<file path="src/pshm_pkg.sv">
// ----------------------------------------------------------------------------
// pshm_pkg: shared types and constants of the pose stream health monitor
// Field widths, register map, verdict codes and control structures.
// ----------------------------------------------------------------------------
package pshm_pkg;

	// Arrival window
	localparam int RING_DEPTH = 128;
	localparam int IDX_W      = $clog2(RING_DEPTH);
	localparam int FILL_W     = $clog2(RING_DEPTH + 1);

	// Field widths
	localparam int TIME_W  = 48;
	localparam int POS_W   = 24;
	localparam int VAR_W   = 32;
	localparam int TRACE_W = 33;
	localparam int JUMP_W  = 49;
	localparam int SPAN_W  = 21;
	localparam int COUNT_W = 8;
	localparam int ABS_W   = POS_W + 1;
	localparam int SQ_W    = 2 * ABS_W;
	localparam int TMO_W   = 26;
	localparam int JLIM_W  = 32;
	localparam int RPROD_W = 26;
	localparam int RATE_W  = 48;

	// Configuration port
	localparam int ADDR_W = 6;
	localparam int DATA_W = 64;

	localparam int RATE_CFG_W  = 17;
	localparam int RATIO_W     = 9;
	localparam int TIMEOUT_W   = 16;
	localparam int MAXJUMP_W   = 16;

	localparam logic [TIME_W-1:0] WINDOW_US = TIME_W'(2000000);
	localparam logic [TMO_W-1:0]  MS_TO_US  = TMO_W'(1000);
	// 1e8 (0.01 Hz per Hz times microseconds per second) times 256 for the ratio scale.
	localparam logic [RATE_W-1:0] RATE_K    = RATE_W'(64'd25600000000);

	localparam logic [RATE_CFG_W-1:0] RST_EXPECTED_RATE = RATE_CFG_W'(3000);
	localparam logic [RATIO_W-1:0]    RST_WARN_RATIO    = RATIO_W'(179);
	localparam logic [RATIO_W-1:0]    RST_ERROR_RATIO   = RATIO_W'(102);
	localparam logic [TIMEOUT_W-1:0]  RST_TIMEOUT_MS    = TIMEOUT_W'(1000);
	localparam logic [TRACE_W-1:0]    RST_TRACE_WARN    = TRACE_W'(65536);
	localparam logic [TRACE_W-1:0]    RST_TRACE_ERROR   = TRACE_W'(589824);
	localparam logic [MAXJUMP_W-1:0]  RST_MAX_JUMP      = MAXJUMP_W'(2000);

	localparam logic REQ_SAMPLE = 1'b0;
	localparam logic REQ_POLL   = 1'b1;

	typedef enum logic [2:0] {
		REG_EXPECTED_RATE = 3'd0,
		REG_WARN_RATIO    = 3'd1,
		REG_ERROR_RATIO   = 3'd2,
		REG_TIMEOUT_MS    = 3'd3,
		REG_TRACE_WARN    = 3'd4,
		REG_TRACE_ERROR   = 3'd5,
		REG_MAX_JUMP      = 3'd6
	} reg_idx_t;

	typedef enum logic [1:0] {
		LVL_OK    = 2'd0,
		LVL_WARN  = 2'd1,
		LVL_ERROR = 2'd2,
		LVL_STALE = 2'd3
	} level_t;

	typedef enum logic [2:0] {
		CAUSE_OK        = 3'd0,
		CAUSE_NONE_YET  = 3'd1,
		CAUSE_TIMEOUT   = 3'd2,
		CAUSE_JUMP      = 3'd3,
		CAUSE_COV_CRIT  = 3'd4,
		CAUSE_COV_HIGH  = 3'd5,
		CAUSE_RATE_CRIT = 3'd6,
		CAUSE_RATE_LOW  = 3'd7
	} cause_t;

	typedef struct packed {
		logic [RATE_CFG_W-1:0] expected_rate;
		logic [RATIO_W-1:0]    rate_warn_ratio;
		logic [RATIO_W-1:0]    rate_error_ratio;
		logic [TIMEOUT_W-1:0]  stale_timeout_ms;
		logic [TRACE_W-1:0]    trace_warn_limit;
		logic [TRACE_W-1:0]    trace_error_limit;
		logic [MAXJUMP_W-1:0]  max_jump_mm;
	} cfg_t;

	typedef struct packed {
		logic              load;
		logic              shift;
		logic [TIME_W-1:0] wdata;
	} cell_ctl_t;

	typedef struct packed {
		logic               seen;
		logic [TIME_W-1:0]  age;
		logic [TMO_W-1:0]   tmo;
		logic               jump_on;
		logic [JUMP_W-1:0]  jump_sq;
		logic [JLIM_W-1:0]  jump_lim;
		logic [TRACE_W-1:0] trace;
		logic [TRACE_W-1:0] trace_warn;
		logic [TRACE_W-1:0] trace_err;
		logic               rate_on;
		logic               err_on;
		logic               warn_on;
		logic [RATE_W-1:0]  lhs;
		logic [RATE_W-1:0]  rhs_err;
		logic [RATE_W-1:0]  rhs_warn;
	} grade_in_t;

endpackage

</file>
<file path="src/pshm_regs.sv">
// ----------------------------------------------------------------------------
// pshm_regs: configuration register file
// APB-style write and read of the seven monitor thresholds.
// ----------------------------------------------------------------------------
module pshm_regs (
	input  logic                          clk,
	input  logic                          arst_n,
	input  logic                          psel,
	input  logic                          penable,
	input  logic                          pwrite,
	input  logic [pshm_pkg::ADDR_W-1:0]   paddr,
	input  logic [pshm_pkg::DATA_W-1:0]   pwdata,
	output logic [pshm_pkg::DATA_W-1:0]   prdata,
	output logic                          pready,
	output pshm_pkg::cfg_t                cfg
);

	pshm_pkg::cfg_t     cfg_q;
	pshm_pkg::reg_idx_t idx;
	logic               wr_en;

	assign pready = 1'b1;
	assign idx    = pshm_pkg::reg_idx_t'(paddr[5:3]);
	assign wr_en  = psel && penable && pwrite && pready;
	assign cfg    = cfg_q;

	always_ff @(posedge clk or negedge arst_n) begin
		if (!arst_n) begin
			cfg_q.expected_rate     <= pshm_pkg::RST_EXPECTED_RATE;
			cfg_q.rate_warn_ratio   <= pshm_pkg::RST_WARN_RATIO;
			cfg_q.rate_error_ratio  <= pshm_pkg::RST_ERROR_RATIO;
			cfg_q.stale_timeout_ms  <= pshm_pkg::RST_TIMEOUT_MS;
			cfg_q.trace_warn_limit  <= pshm_pkg::RST_TRACE_WARN;
			cfg_q.trace_error_limit <= pshm_pkg::RST_TRACE_ERROR;
			cfg_q.max_jump_mm       <= pshm_pkg::RST_MAX_JUMP;
		end else if (wr_en) begin
			unique case (idx)
				pshm_pkg::REG_EXPECTED_RATE: begin
					cfg_q.expected_rate <= pwdata[pshm_pkg::RATE_CFG_W-1:0];
				end
				pshm_pkg::REG_WARN_RATIO: begin
					cfg_q.rate_warn_ratio <= pwdata[pshm_pkg::RATIO_W-1:0];
				end
				pshm_pkg::REG_ERROR_RATIO: begin
					cfg_q.rate_error_ratio <= pwdata[pshm_pkg::RATIO_W-1:0];
				end
				pshm_pkg::REG_TIMEOUT_MS: begin
					cfg_q.stale_timeout_ms <= pwdata[pshm_pkg::TIMEOUT_W-1:0];
				end
				pshm_pkg::REG_TRACE_WARN: begin
					cfg_q.trace_warn_limit <= pwdata[pshm_pkg::TRACE_W-1:0];
				end
				pshm_pkg::REG_TRACE_ERROR: begin
					cfg_q.trace_error_limit <= pwdata[pshm_pkg::TRACE_W-1:0];
				end
				pshm_pkg::REG_MAX_JUMP: begin
					cfg_q.max_jump_mm <= pwdata[pshm_pkg::MAXJUMP_W-1:0];
				end
				default: begin
				end
			endcase
		end
	end

	always_comb begin
		unique case (idx)
			pshm_pkg::REG_EXPECTED_RATE: prdata = pshm_pkg::DATA_W'(cfg_q.expected_rate);
			pshm_pkg::REG_WARN_RATIO:    prdata = pshm_pkg::DATA_W'(cfg_q.rate_warn_ratio);
			pshm_pkg::REG_ERROR_RATIO:   prdata = pshm_pkg::DATA_W'(cfg_q.rate_error_ratio);
			pshm_pkg::REG_TIMEOUT_MS:    prdata = pshm_pkg::DATA_W'(cfg_q.stale_timeout_ms);
			pshm_pkg::REG_TRACE_WARN:    prdata = pshm_pkg::DATA_W'(cfg_q.trace_warn_limit);
			pshm_pkg::REG_TRACE_ERROR:   prdata = pshm_pkg::DATA_W'(cfg_q.trace_error_limit);
			pshm_pkg::REG_MAX_JUMP:      prdata = pshm_pkg::DATA_W'(cfg_q.max_jump_mm);
			default:                     prdata = '0;
		endcase
	end

endmodule

</file>
<file path="config.mk">
export PLATFORM = sky130hd
export DESIGN_NAME = pshm_regs
export DESIGN_NICKNAME = d
export VERILOG_FILES = /design/src/pshm_pkg.sv /design/src/pshm_regs.sv
export SDC_FILE = /design/constraint.sdc
export NUM_CORES = 1
export LEC_CHECK = 0
export BUFFER_PORTS_ARGS = -buffer_cell sky130_fd_sc_hd__buf_2
export CORE_MARGIN = 2
export CORE_UTILIZATION = 45
export CTS_CLUSTER_DIAMETER = 50
export DETAILED_ROUTE_END_ITERATION = 12
export PLACE_DENSITY = 0.81
export SYNTH_ARGS = -nofsm -noshare
export SYNTH_HDL_FRONTEND = slang
export SYNTH_SLANG_ARGS = --single-unit
</file>
<file path="constraint.sdc">
create_clock -name clk -period 1.5 [get_ports clk]
set_clock_uncertainty 0.2 [all_clocks]
set_input_delay 0 -clock clk [delete_from_list [all_inputs] [get_ports clk]]
set_output_delay 0 -clock clk [all_outputs]
set_load 0.05 [all_outputs]
</file>
# ---- After elaboration in Yosys (flattened, before gate mapping)
# Index checks and enable logic that the tools add are counted.
# W data, S select, Z words.
dict set report totals {
  register_bits 133
  in_bits 75
  word_cells 24
  output_inout_bits 198
}
dict set report classes {
  n_eq_ne 6
  muxes 1
  reduce_logical 10
}
# op count
set ops {}
lappend ops {{$pmux W33 S7} 1}
lappend ops {{$reduce_and A2 Y1} 7}
lappend ops {{$eq A3 B3 Y1 const B} 3}
lappend ops {{$eq A3 B2 Y1 const B} 2}
lappend ops {{$eq A3 B1 Y1 const B} 1}
lappend ops {{$logic_not A3 Y1} 1}
lappend ops {{$logic_and A1 B1 Y1} 2}

# ---- Longest topological paths before layout
# Gate-level depths: netlist (run 1).
dict set report logic_depth {
  word_depth 3
  mapped_depth 6
  ltp_nobuf 3
}

# ---- Worst setup path after synthesis (run 1)
# Ideal clock, no wire load.
dict set report synth_timing {
  path_type {register to output}
  from {reg cfg_q (netlist bit cfg[27])}
  to {out prdata[11] (netlist name)}
  arrival_ps 1791
  stages_incl_launch_ff 4
  n_path_buf 0
  setup_slack_ps -491
  path_cell_list {dfrtp_1 -> mux2i_1 -> or2_2 -> a21oi_1}
}
dict set report synth_via {
  elab_chain_len 1
}
# element line_no
set synth_lines {}
lappend synth_lines {{start, declared} pshm_regs.sv:18} ;# pshm_pkg::cfg_t cfg_q;
lappend synth_lines {{$pmux W33 S7} pshm_regs.sv:66} ;# unique case (idx)
lappend synth_lines {{end, declared} pshm_regs.sv:13} ;# output logic [pshm_pkg::DATA_W-1:0] prdata,
# Every way passes these cells.

# ---- Final worst setup path (run 1)
dict set report layout_timing {
  from {reg cfg_q (netlist bit cfg[120])}
  to {out prdata[4] (netlist name)}
}
# Same word-level chain as after synthesis.

==> results of run 1 <==
repair_timing:
action	4_1_cts	5_1_grt
buffers inserted	31	7
resized for setup	64	30
endpoints found under the setup margin	23	37
pin swaps	10	7
hold buffers	37	0
endpoints found under the hold margin	266	0
cells by family after synthesis:
family	share of synthesized area, %
muxes	29.4
DFF	52.0
buffers and inverters	6.70
AOI/OAI and AO/OA	6.63
and+or+nand+nor	5.12
other	0.116
cells in the mapped netlist (all sizes together) (2+ instances only):
master | n | area [sq um]
a221oi | 7 | 61.3
or2 | 6 | 37.5
conb | 2 | 7.51
o21a | 5 | 37.5
a22oi | 6 | 45.0
nand3b | 5 | 37.5
dfstp | 31 | 815
a211o | 4 | 35.0
clkbuf | 8 | 30.0
dfrtp | 102 | 2550
a32oi | 9 | 78.8
a21boi | 4 | 30.0
nor2b | 2 | 12.5
mux2i | 36 | 360
nor2 | 24 | 103
o211ai | 9 | 67.6
buf | 53 | 400
a21oi | 13 | 65.1
and2 | 6 | 37.5
mux2 | 134 | 1550
nand2b | 2 | 12.5
cells in the final DEF, fill, tap and decap left out, drive strengths merged, types with 13 or more instances in the layout:
cell type | synthesis | final
conb | 2 | 32
buf | 53 | 294
dfstp | 31 | 31
mux2 | 134 | 134
a21oi | 13 | 13
clkbuf | 8 | 24
dfrtp | 102 | 102
nor2 | 24 | 24
dlygate4sd3 | 0 | 36
mux2i | 36 | 36
report_power, final:
group,internal [uW],leakage [uW],switching (uW)
Clock,2510,0.000279,1510
Combinational,1920,0.00284,4250
Sequential,4440,0.00160,565
critical path: stages (launching register included):
cell                       delay [ns]
sky130_fd_sc_hd__dfstp_2         0.55
sky130_fd_sc_hd__mux2i_1         0.09
sky130_fd_sc_hd__a211o_1         0.29
sky130_fd_sc_hd__o211ai_1        0.14
sky130_fd_sc_hd__buf_4           0.25
worst paths after layout:
check	depth (start not counted)	from	endpoint
hold / removal	5	penable	cfg[102]
hold reg to reg	1	cfg[75]	cfg[75]
max in group asynchronous	4	arst_n	cfg[127]
min in group asynchronous	3	arst_n	cfg[55]
setup reg to reg	3	cfg[27]	cfg[27]
setup / recovery	4	cfg[120]	prdata[4]
routing by layer:
metal	global-route usage (%)	share of wire, %
met1	29.2	40
met4	11.7	2.3
met5	0	0
met3	5.95	6.8
met2	43.8	51
per-stage QoR:
stage / instance area [sq um] / util [%] / std cells / setup slack (ns)
2_1_floorplan: 6730 / - / 508 / -0.456
3_3_place_gp: 8120 / 58.1 / 887 / -0.223
3_5_place_dp: 8120 / 58.1 / 887 / -0.187
4_1_cts: 9490 / 67.8 / 985 / -0.413
5_1_grt: 9610 / 68.7 / 992 / -0.422
6_report: 9610 / 68.7 / 992 / -0.419
cell type report:
cell class | instances | share of cell area [%]
Timing Repair Buffer | 333 | 25.2
Multi-Input combinational cell | 313 | 31.2
Inverter | 1 | 0.0391
Clock inverter | 10 | 1.09
Tap cell | 180 | 2.34
Sequential cell | 133 | 35.4
Clock buffer | 22 | 4.83
==> impl_metrics.sql, run 1 <==
INSERT INTO impl_metrics (metric_group, metric, value, unit) VALUES
('detailed_routing', 'detail_route.drc_violations', '0', ''),
('detailed_routing', 'route.detailed.vias_per_inst', '5.33', ''),
('flow_run', 'cap_violations', '0', ''),
('finish', 'final-seq-area', '3400', 'sq um'),
('sta', 'setup_violation_total_in_the_final_timing_report', '19', ''),
('sta', 'fin_hold_ws', '0.0825', 'ns'),
('critical_path', 'arrival', '1.72', 'ns'),
('detailed_routing', 'drt-total-wl', '19.4', 'mm'),
('place', 'globalplace.congestion', '0.861', ''),
('synthesis', 'synth_ff_type', 'sky130_fd_sc_hd__dfrtp_1', ''),
('finish', 'final.fill_count', '952', ''),
('die', 'placeable_core_area', '14000', 'sq um'),
('die', 'dieArea', '15400', 'sq um'),
('sta', 'slew_headroom', '55.7', '%'),
('clocking', 'cts_buffer_depth', '2', ''),
('critical_path', 'reg2reg_setup_slack', '0.31', 'ns'),
('die', 'die_w', '124', 'um'),
('power', 'cellLeakagePower', '0.00471', 'uW'),
('synthesis', 'synth_warnings', '0', ''),
('clocking', 'htree_num_levels', '4', ''),
('synthesis', 'syn_inst', '478', ''),
('place', 'placement.io_buffers', '206', ''),
('power', 'power.density', '1580', 'nW/um^2'),
('die', 'floorplan.initialDensity', '46.3', '%'),
('finish', 'largest_register_ffs', '133', ''),
('finish', 'drive_above_1_share', '69.2', '%'),
('synthesis', 'yosysUniqueCellTypes', '37', ''),
('die', 'num_rows', '43', ''),
('die', 'ioPinCount', '273', ''),
('global_route', 'grt_pass1_vias', '5424', ''),
('global_route', 'grt_overflow_total', '0', ''),
('finish', 'n_antenna_cell', '0', ''),
('global_route', 'grt_max_degree', '61', ''),
('critical_path', 'critical_path_peak_fanout', '3', ''),
('outcome', 'violations_in_the_final_reports', 'negative setup slack', ''),
('sta', 'period_needed', '1.92', 'ns'),
('detailed_routing', 'via_count', '5283', ''),
('power', 'totalPowerFinal', '15200', 'uW'),
('synthesis', 'synthesis.area', '6480', 'sq um'),
('power', 'worst_ir_drop_vdd', '1030', 'uV'),
('sta', 'rsz0062_at_grt', 'true', ''),
('finish', 'multiInputGateArea', '2990', 'sq um'),
('finish', 'final_net_count', '874', ''),
('clocking', 'clk-insertion-delay-late', '0.42', 'ns'),
('sta', 'final_max_slew_viol_count', '0', ''),
('place', 'dpl.hpwl', '12.9', 'mm'),
('sta', 'finalSetupTns', '-3.60', 'ns'),
('synthesis', 'synthArstFlopShare', '100', '%'),
('clocking', 'tritoncts', 'yes', ''),
('sta', 'hold_viol', '0', ''),
('critical_path', 'end_kind', 'output pin', ''),
('critical_path', 'criticalPathCategory', 'flip-flop to output pin', ''),
('synthesis', 'seq_area_frac_synth', '52.0', '%'),
('critical_path', 'critical_path.startpoint_type', 'flip-flop', ''),
('detailed_routing', 'dr.pass1.iters', '4', ''),
('clocking', 'path_clk_slew', '0.05', 'ns'),
('clocking', 'cts-root-buf', 'sky130_fd_sc_hd__clkbuf_16', ''),
('sta', 'layout_worst_path_cycle_share', '128', '%'),
('synthesis', 'synthesis.area_per_instance', '13.5', 'sq um'),
('sta', 'fmax', '0.521', 'GHz'),
('detailed_routing', 'ant_nets', '0', ''),
('sta', 'worst_slack', '-0.419', 'ns'),
('detailed_routing', 'drt-wirelength-per-cell', '19.6', 'um'),
('global_route', 'antenna_found_initial', '1', ''),
('global_route', 'global_route_total_usage_across_every_layer', '25.1', '%'),
('die', 'die_height', '124', 'um'),
('synthesis', 'ys_seq_elements', '133', ''),
('outcome', 'outcome', 'complete, but fails checks', ''),
('sta', 'transition_time_of_the_tightest_slew_check_pin', '0.664', 'ns'),
('clocking', 'tritoncts_num_sinks', '133', ''),
('clocking', 'numCtsBuffers', '17', ''),
('critical_path', 'required', '1.30', 'ns'),
('detailed_routing', 'drt-initial-drc-count', '197', ''),
('synthesis', 'synth-edff-count', '0', ''),
('global_route', 'first_pass_grt_wire_length', '28.5', 'mm'),
('worst_hold_path', 'hold_path.class', 'primary input to flip-flop', ''),
('finish', 'synthToLayoutAreaGrowth', '48.3', '%');
No activity file was read; power rests on OpenSTA's default activity.
==> inputs of run 2 (changes only) <==
==> config.mk (replaced) <==
export PLATFORM = sky130hd
export DESIGN_NAME = pshm_regs
export DESIGN_NICKNAME = d
export VERILOG_FILES = /design/src/pshm_pkg.sv /design/src/pshm_regs.sv
export SDC_FILE = /design/constraint.sdc
export NUM_CORES = 1
export LEC_CHECK = 0
export CORE_MARGIN = 2
export CORE_UTILIZATION = 30
export CTS_CLUSTER_DIAMETER = 50
export DETAILED_ROUTE_END_ITERATION = 12
export DONT_BUFFER_PORTS = 1
export PLACE_DENSITY = 0.49
export SYNTH_ARGS = -nofsm -noshare
export SYNTH_HDL_FRONTEND = slang
export SYNTH_SLANG_ARGS = --single-unit
==> run 2 against run 1 <==
Compared with the run above:
- the flow finishes with violations (negative hold slack, negative setup slack)
- highest routed layer unchanged
- combinational power is 0.8% higher
- clock-buffer cell count is the same
- fmax is 0.98% higher
- setup slack improved by 0.019 ns
- utilization shrank 23 points
- power grew 1.2%
- global-route usage down 7.8 points
- first-iteration DRC count is 39% lower
- sequential power fell by 2%
- final cell count stayed put
- via count fell by 10%
- non-clock buffer count is 95 lower
==> impl_metrics.sql, run 2 (synthesized netlist as in run 1, its figures left out) <==
INSERT INTO impl_metrics (metric_group, metric, value, unit) VALUES
('critical_path', 'criticalPathCategory', 'primary input to flip-flop', ''),
('critical_path', 'cpLargestDelayFamily', 'buffers and inverters', ''),
('clocking', 'numCtsBuffers', '17', ''),
('global_route', 'first_pass_grt_wire_length', '29.6', 'mm'),
('detailed_routing', 'via_count', '4747', ''),
('die', 'num_rows', '53', ''),
('sta', 'hold_viol', '185', ''),
('critical_path', 'critical_path.startpoint_type', 'primary input', ''),
('place', 'placement.io_buffers', '0', ''),
('outcome', 'outcome', 'complete, but fails checks', ''),
('finish', 'post_layout_nonfiller_instances', '992', ''),
('sta', 'fmax', '0.526', 'GHz'),
('flow_run', 'cap_violations', '0', ''),
('sta', 'layout_worst_path_cycle_share', '127', '%'),
('power', 'power.density', '1590', 'nW/um^2'),
('power', 'worst_ir_drop_vdd', '675', 'uV'),
('sta', 'rsz0062_at_grt', 'true', ''),
('global_route', 'global_route_total_usage_across_every_layer', '17.3', '%'),
('die', 'die_w', '151', 'um'),
('worst_hold_path', 'hold_path.class', 'primary input to asynchronous set/reset pin', ''),
('finish', 'n_antenna_cell', '0', ''),
('critical_path', 'end_kind', 'flip-flop', ''),
('critical_path', 'timing.critical_path.to', 'cfg[7]', ''),
('finish', 'largest_register_ffs', '133', ''),
('sta', 'final_max_slew_viol_count', '0', ''),
('global_route', 'grt_pass1_vias', '5062', ''),
('global_route', 'antenna_found_initial', '0', ''),
('clocking', 'tritoncts', 'yes', ''),
('critical_path', 'timing.reg2reg.worst_path_depth', '2', ''),
('finish', 'synthToLayoutAreaGrowth', '49.3', '%'),
('critical_path', 'worst_setup_path_startpoint', 'paddr[4]', ''),
('die', 'ioPinCount', '273', ''),
('critical_path', 'reg2reg_from', 'cfg[7]', ''),
('finish', 'final_net_count', '779', ''),
('finish', 'most-common-layout-cells', '164 x sky130_fd_sc_hd__buf_4, 120 x sky130_fd_sc_hd__mux2_2, 78 x sky130_fd_sc_hd__dfrtp_1', ''),
('clocking', 'tritoncts_num_sinks', '133', ''),
('detailed_routing', 'dr.pass1.iters', '4', ''),
('critical_path', 'worst_r2r_end', 'cfg[7]', ''),
('critical_path', 'worst-path-stages', '5', ''),
('clocking', 'cts-root-buf', 'sky130_fd_sc_hd__clkbuf_16', ''),
('critical_path', 'cell_occurring_most_often_along_the_worst_timing_path', 'sky130_fd_sc_hd__dlygate4sd3_1', ''),
('critical_path', 'path_cells', 'dlygate4sd3_1 > and3_1 > buf_4 > mux2_4 > dlygate4sd3_1', ''),
('finish', 'final.fill_count', '1943', ''),
('detailed_routing', 'detail_route.drc_violations', '0', ''),
('critical_path', 'reg2reg_setup_slack', '0.03', 'ns'),
('clocking', 'cts_buffer_depth', '2', ''),
('critical_path', 'buf_inv_stages_crit_path', '3', ''),
('die', 'dieArea', '22800', 'sq um'),
('detailed_routing', 'drt-initial-drc-count', '120', ''),
('finish', 'most_common_cell_after_layout_fill_and_taps_aside', 'sky130_fd_sc_hd__buf_4', ''),
('critical_path', 'arrival', '2.03', 'ns'),
('critical_path', 'slowest_stage', 'sky130_fd_sc_hd__dlygate4sd3_1', ''),
('clocking', 'path_clk_slew', '0.06', 'ns'),
('place', 'dpl.hpwl', '13.2', 'mm'),
('die', 'placeable_core_area', '21100', 'sq um'),
('sta', 'transition_time_of_the_tightest_slew_check_pin', '0.879', 'ns'),
('global_route', 'grt_max_degree', '134', ''),
('critical_path', 'required', '1.63', 'ns'),
('finish', 'fin_util', '45.9', '%'),
('place', 'post-place-ws', '0.0294', 'ns'),
('detailed_routing', 'route.detailed.vias_per_inst', '4.79', ''),
('power', 'totalPowerFinal', '15400', 'uW'),
('die', 'die_height', '151', 'um'),
('sta', 'worst_slack', '-0.400', 'ns'),
('global_route', 'grt_overflow_total', '0', ''),
('detailed_routing', 'drt-wirelength-per-cell', '20.0', 'um'),
('clocking', 'htree_num_levels', '4', ''),
('finish', 'drive_above_1_share', '65.0', '%'),
('sta', 'fin_hold_ws', '-0.905', 'ns'),
('die', 'floorplan.initialDensity', '30.7', '%'),
('critical_path', 'critical_path.max_stage_delay', '0.72', 'ns'),
('outcome', 'violations_in_the_final_reports', 'negative hold slack, negative setup slack', ''),
('detailed_routing', 'drt-total-wl', '19.8', 'mm'),
('clocking', 'clk-insertion-delay-late', '0.40', 'ns'),
('place', 'post-place-cells', '905', ''),
('detailed_routing', 'ant_nets', '0', ''),
('sta', 'setup_violation_total_in_the_final_timing_report', '18', ''),
('critical_path', 'critical_path_peak_fanout', '35', ''),
('power', 'cellLeakagePower', '0.00439', 'uW'),
('sta', 'slew_headroom', '41.3', '%'),
('place', 'globalplace.congestion', '0.802', ''),
('sta', 'period_needed', '1.90', 'ns');
-- run 2: cell types whose count changed in the layout (fill, tap and decap cells not counted), moves of 3 or more --
cell	change
sky130_fd_sc_hd__buf_2	-161
sky130_fd_sc_hd__buf_4	+61
sky130_fd_sc_hd__buf_12	+18
sky130_fd_sc_hd__buf_6	-15
sky130_fd_sc_hd__clkinv_2	-5
sky130_fd_sc_hd__clkinv_4	+3
sky130_fd_sc_hd__dlymetal6s4s_1	+3
-- run 2: cell type report --
type,count,area [sq um],share of cell area [%]
multi-input combinational,313,3030,31.3
clock buffer,22,474,4.90
tap,275,344,3.56
inverter,1,3.75,0.0388
clock inverter,10,123,1.27
timing repair buffer,238,2300,23.8
sequential,133,3400,35.1
-- run 2: metrics by stage --
step / hold WS [ns] / area [sq um] / setup TNS [ns]
2_1_floorplan: -0.496 / 6730 / -3.50
3_3_place_gp: -0.490 / 8410 / 0
3_5_place_dp: -0.488 / 8410 / 0
4_1_cts: -0.935 / 9560 / -5.04
5_1_grt: -0.942 / 9670 / -4.68
6_report: -0.905 / 9670 / -3.38
-- run 2: what timing repair did --
item	in CTS	in global routing
setup endpoints to repair	18	73
endpoints found under the hold margin	268	160
hold buffers	42	2
setup buffers	6	6
resized for setup	22	9
pin swaps	14	16
gates cloned	0	1
-- run 2: how the worst min path moves through the flow --
stage / endpoint / slack (ns) / cells after the start
4_1_cts: cfg[57] / -0.93 / 0
3_5_place_dp: cfg[102] / -0.49 / 0
6_report: cfg[16] / -0.91 / 0
5_1_grt: cfg[16] / -0.94 / 0
2_1_floorplan: cfg[0] / -0.50 / 0
3_3_place_gp: cfg[102] / -0.49 / 0
-- run 2: power by group --
part / internal [uW] / total [uW] / switching (uW) / leakage (uW)
Clock: 2590 / 4220 / 1620 / 0.000283
Combinational: 2120 / 6220 / 4100 / 0.00251
Sequential: 4440 / 4930 / 497 / 0.00160
Total: 9150 / 15400 / 6220 / 0.00439
-- run 2: metal layers --
layer | global-route usage (%) | wire (um)
met1 | 22.6 | 8640
met2 | 28.5 | 9710
met5 | 0 | 0
met3 | 5.21 | 1360
met4 | 3.69 | 119
-- run 2: worst register-to-register path, delay by kind of cell (launching register included) --
family / cells / cell delay, ns
DFF: 1 / 0.55
buffers and inverters: 1 / 0.53
muxes: 1 / 0.13
==> inputs of run 3 (changes only) <==
--- a/config.mk
+++ b/config.mk
@@ -5,12 +5,12 @@
 export SDC_FILE = /design/constraint.sdc
 export NUM_CORES = 1
 export LEC_CHECK = 0
+export BUFFER_PORTS_ARGS = -buffer_cell sky130_fd_sc_hd__buf_2
 export CORE_MARGIN = 2
 export CORE_UTILIZATION = 30
 export CTS_CLUSTER_DIAMETER = 50
 export DETAILED_ROUTE_END_ITERATION = 12
-export DONT_BUFFER_PORTS = 1
-export PLACE_DENSITY = 0.49
+export PLACE_DENSITY = 0.59
 export SYNTH_ARGS = -nofsm -noshare
 export SYNTH_HDL_FRONTEND = slang
 export SYNTH_SLANG_ARGS = --single-unit
==> run 3 against run 2 <==
Compared with the run above:
- the flow finishes with violations (negative setup slack)
- sequential share of layout area grew 0.24 points
- utilization down 0.31 points
- largest cell class unchanged
- combinational power shrank 3%
- critical path depth down 1
- largest power group unchanged
- clock power down 9.5%
- final cell count up 9.1%
- routed wire length fell by 1.7%
- highest routed layer unchanged
- register-to-register slack improved by 0.25 ns
- clock-buffer cell count down 1
- sequential power increased by 1%
- hold slack gained 0.98 ns
==> impl_metrics.sql, run 3 (synthesized netlist as in run 1, its figures left out) <==
INSERT INTO impl_metrics (metric_group, metric, value, unit) VALUES
('place', 'globalplace.congestion', '0.739', ''),
('clocking', 'numCtsBuffers', '17', ''),
('sta', 'rsz0062_at_grt', 'true', ''),
('critical_path', 'cpLargestDelayFamily', 'flip-flops', ''),
('place', 'placement.io_buffers', '206', ''),
('clocking', 'path_clk_slew', '0.06', 'ns'),
('sta', 'finalSetupTns', '-3.49', 'ns'),
('critical_path', 'end_kind', 'output pin', ''),
('sta', 'period_needed', '1.88', 'ns'),
('outcome', 'outcome', 'complete, but fails checks', ''),
('die', 'floorplan.initialDensity', '30.7', '%'),
('finish', 'synthToLayoutAreaGrowth', '48.3', '%'),
('critical_path', 'critical_path.max_stage_delay', '0.54', 'ns'),
('critical_path', 'required', '1.30', 'ns'),
('die', 'dieArea', '22800', 'sq um'),
('detailed_routing', 'dr.pass1.iters', '4', ''),
('critical_path', 'criticalPathCategory', 'flip-flop to output pin', ''),
('finish', 'most_common_cell_after_layout_fill_and_taps_aside', 'sky130_fd_sc_hd__buf_2', ''),
('power', 'power.share.combinational', '40.6', '%'),
('power', 'power.density', '1540', 'nW/um^2'),
('power', 'intPower', '8490', 'uW'),
('global_route', 'first_pass_grt_wire_length', '29.6', 'mm'),
('global_route', 'global_route_total_usage_across_every_layer', '17.3', '%'),
('global_route', 'grt_pass1_vias', '5166', ''),
('detailed_routing', 'drt-total-wl', '19.5', 'mm'),
('flow_run', 'cap_violations', '0', ''),
('sta', 'fmax', '0.532', 'GHz'),
('finish', 'final_net_count', '869', ''),
('detailed_routing', 'via_count', '5030', ''),
('power', 'cellLeakagePower', '0.00462', 'uW'),
('place', 'dpl.hpwl', '13.3', 'mm'),
('finish', 'n_antenna_cell', '0', ''),
('critical_path', 'critical_path.startpoint_type', 'flip-flop', ''),
('sta', 'transition_time_of_the_tightest_slew_check_pin', '0.867', 'ns'),
('power', 'power.clock.fraction', '25.8', '%'),
('sta', 'worst_slack', '-0.378', 'ns'),
('place', 'post-place-ws', '-0.231', 'ns'),
('global_route', 'grt_overflow_total', '0', ''),
('critical_path', 'critical_path_peak_fanout', '3', ''),
('die', 'num_rows', '53', ''),
('die', 'ioPinCount', '273', ''),
('critical_path', 'arrival', '1.68', 'ns'),
('detailed_routing', 'drt-wirelength-per-cell', '18.0', 'um'),
('power', 'switching_power', '6340', 'uW'),
('finish', 'final-seq-area', '3400', 'sq um'),
('clocking', 'clk-insertion-delay-late', '0.42', 'ns'),
('finish', 'largest_register_ffs', '133', ''),
('die', 'die_w', '151', 'um'),
('critical_path', 'buf_inv_stages_crit_path', '1', ''),
('die', 'placeable_core_area', '21100', 'sq um'),
('clocking', 'htree_num_levels', '4', ''),
('sta', 'slew_headroom', '42.2', '%'),
('clocking', 'tritoncts', 'yes', ''),
('detailed_routing', 'detail_route.drc_violations', '0', ''),
('global_route', 'antenna_found_initial', '0', ''),
('outcome', 'violations_in_the_final_reports', 'negative setup slack', ''),
('critical_path', 'worst-path-stages', '4', ''),
('detailed_routing', 'drt-initial-drc-count', '163', ''),
('die', 'die_height', '151', 'um'),
('critical_path', 'timing.reg2reg.worst_path_depth', '3', ''),
('detailed_routing', 'ant_nets', '0', ''),
('finish', 'most-common-layout-cells', '163 x sky130_fd_sc_hd__buf_2, 120 x sky130_fd_sc_hd__mux2_2, 99 x sky130_fd_sc_hd__buf_4', ''),
('clocking', 'cts_buffer_depth', '2', ''),
('sta', 'layout_worst_path_cycle_share', '125', '%'),
('worst_hold_path', 'hold_path.class', 'primary input to flip-flop', ''),
('power', 'power.sequential.fraction', '33.6', '%'),
('sta', 'final_max_slew_viol_count', '0', ''),
('critical_path', 'slowest_stage', 'sky130_fd_sc_hd__dfstp_2', ''),
('sta', 'setup_violation_total_in_the_final_timing_report', '18', ''),
('power', 'worst_ir_drop_vdd', '752', 'uV'),
('worst_hold_path', 'min_path_cells', '5', ''),
('critical_path', 'path_cells', 'mux2i_1 > a211o_1 > o211ai_1 > buf_4', ''),
('global_route', 'grt_max_degree', '49', ''),
('finish', 'multiInputGateArea', '3000', 'sq um'),
('detailed_routing', 'route.detailed.vias_per_inst', '4.65', ''),
('sta', 'hold_viol', '0', ''),
('finish', 'drive_above_1_share', '69.4', '%'),
('clocking', 'cts-root-buf', 'sky130_fd_sc_hd__clkbuf_16', ''),
('power', 'sw_frac_of_total', '42.8', '%'),
('clocking', 'tritoncts_num_sinks', '133', ''),
('finish', 'final.fill_count', '1976', '');
run 3: cell types whose count changed in the layout (fill, tap and decap cells not counted), sizes merged:
cell / before / now
buf: 195 / 288
clkinvlp: 3 / 8
dlymetal6s4s: 4 / 1
bufinv: 2 / 0
clkinv: 5 / 3
dlygate4sd3: 38 / 37
run 3: layout make-up:
cell class | count | area share [%]
inverters | 1 | 0.0781
repair buffers | 328 | 24.1
well taps | 275 | 3.58
clock inverters | 11 | 0.834
clock buffers | 21 | 4.79
flip-flops and latches | 133 | 35.4
multi-input cells | 313 | 31.2
run 3: power by group through the flow:
stage | clock [uW] | sequential, uW | combinational [uW]
floorplan | 0 | 7480 | 1720
global placement | 0 | 5060 | 5450
detailed placement | 0 | 5070 | 5490
CTS | 3930 | 4980 | 5980
global route | 4090 | 5090 | 6320
finish | 3820 | 4990 | 6020
run 3: per-stage QoR:
| step | util (%) | hold slack, ns | total power, uW | area, sq um | cells |
|---|---|---|---|---|---|
| after floorplan | - | -0.496 | 9200 | 6730 | 508 |
| after global placement | 38.8 | -0.306 | 10500 | 8190 | 981 |
| after detailed placement | 38.8 | -0.307 | 10600 | 8190 | 981 |
| after CTS | 45.0 | 0.0587 | 14900 | 9480 | 1077 |
| after global routing | 45.6 | 0.0675 | 15500 | 9610 | 1082 |
| final | 45.6 | 0.0760 | 14800 | 9610 | 1082 |
run 3: path summary, 6_finish.rpt:
kind | from | to | slack [ns]
worst min register to register | cfg[23] | cfg[23] | 0.32
max in group asynchronous | arst_n | cfg[100] | 0.09
min in group asynchronous | arst_n | cfg[42] | 0.22
worst min-delay path | penable | cfg[104] | 0.08
worst max register to register | cfg[63] | cfg[63] | 0.28
worst max-delay path | cfg[120] | prdata[4] | -0.38
run 3: what timing repair did:
action | 4_1_cts | 5_1_grt
endpoints found under the setup margin | 20 | 110
hold buffers | 37 | 2
endpoints found under the hold margin | 266 | 10
resized for setup | 57 | 38
setup buffers | 28 | 4
pin swaps | 14 | 8
run 3: worst register-to-register path: cells and delay by family, from the launching register on:
family,cells,cell delay [ns]
buf+inv,2,0.26
mux,1,0.25
flops,1,0.40
run 3: metal layers:
metal,wire (um),share of wire (%),GRT usage [%],up-vias
li1,-,-,-,2311
met1,8310,43,21.2,2513
met2,9650,49,29.3,183
met3,1280,6.5,5.06,23
met4,268,1.4,5.65,0
met5,0,0,0,-
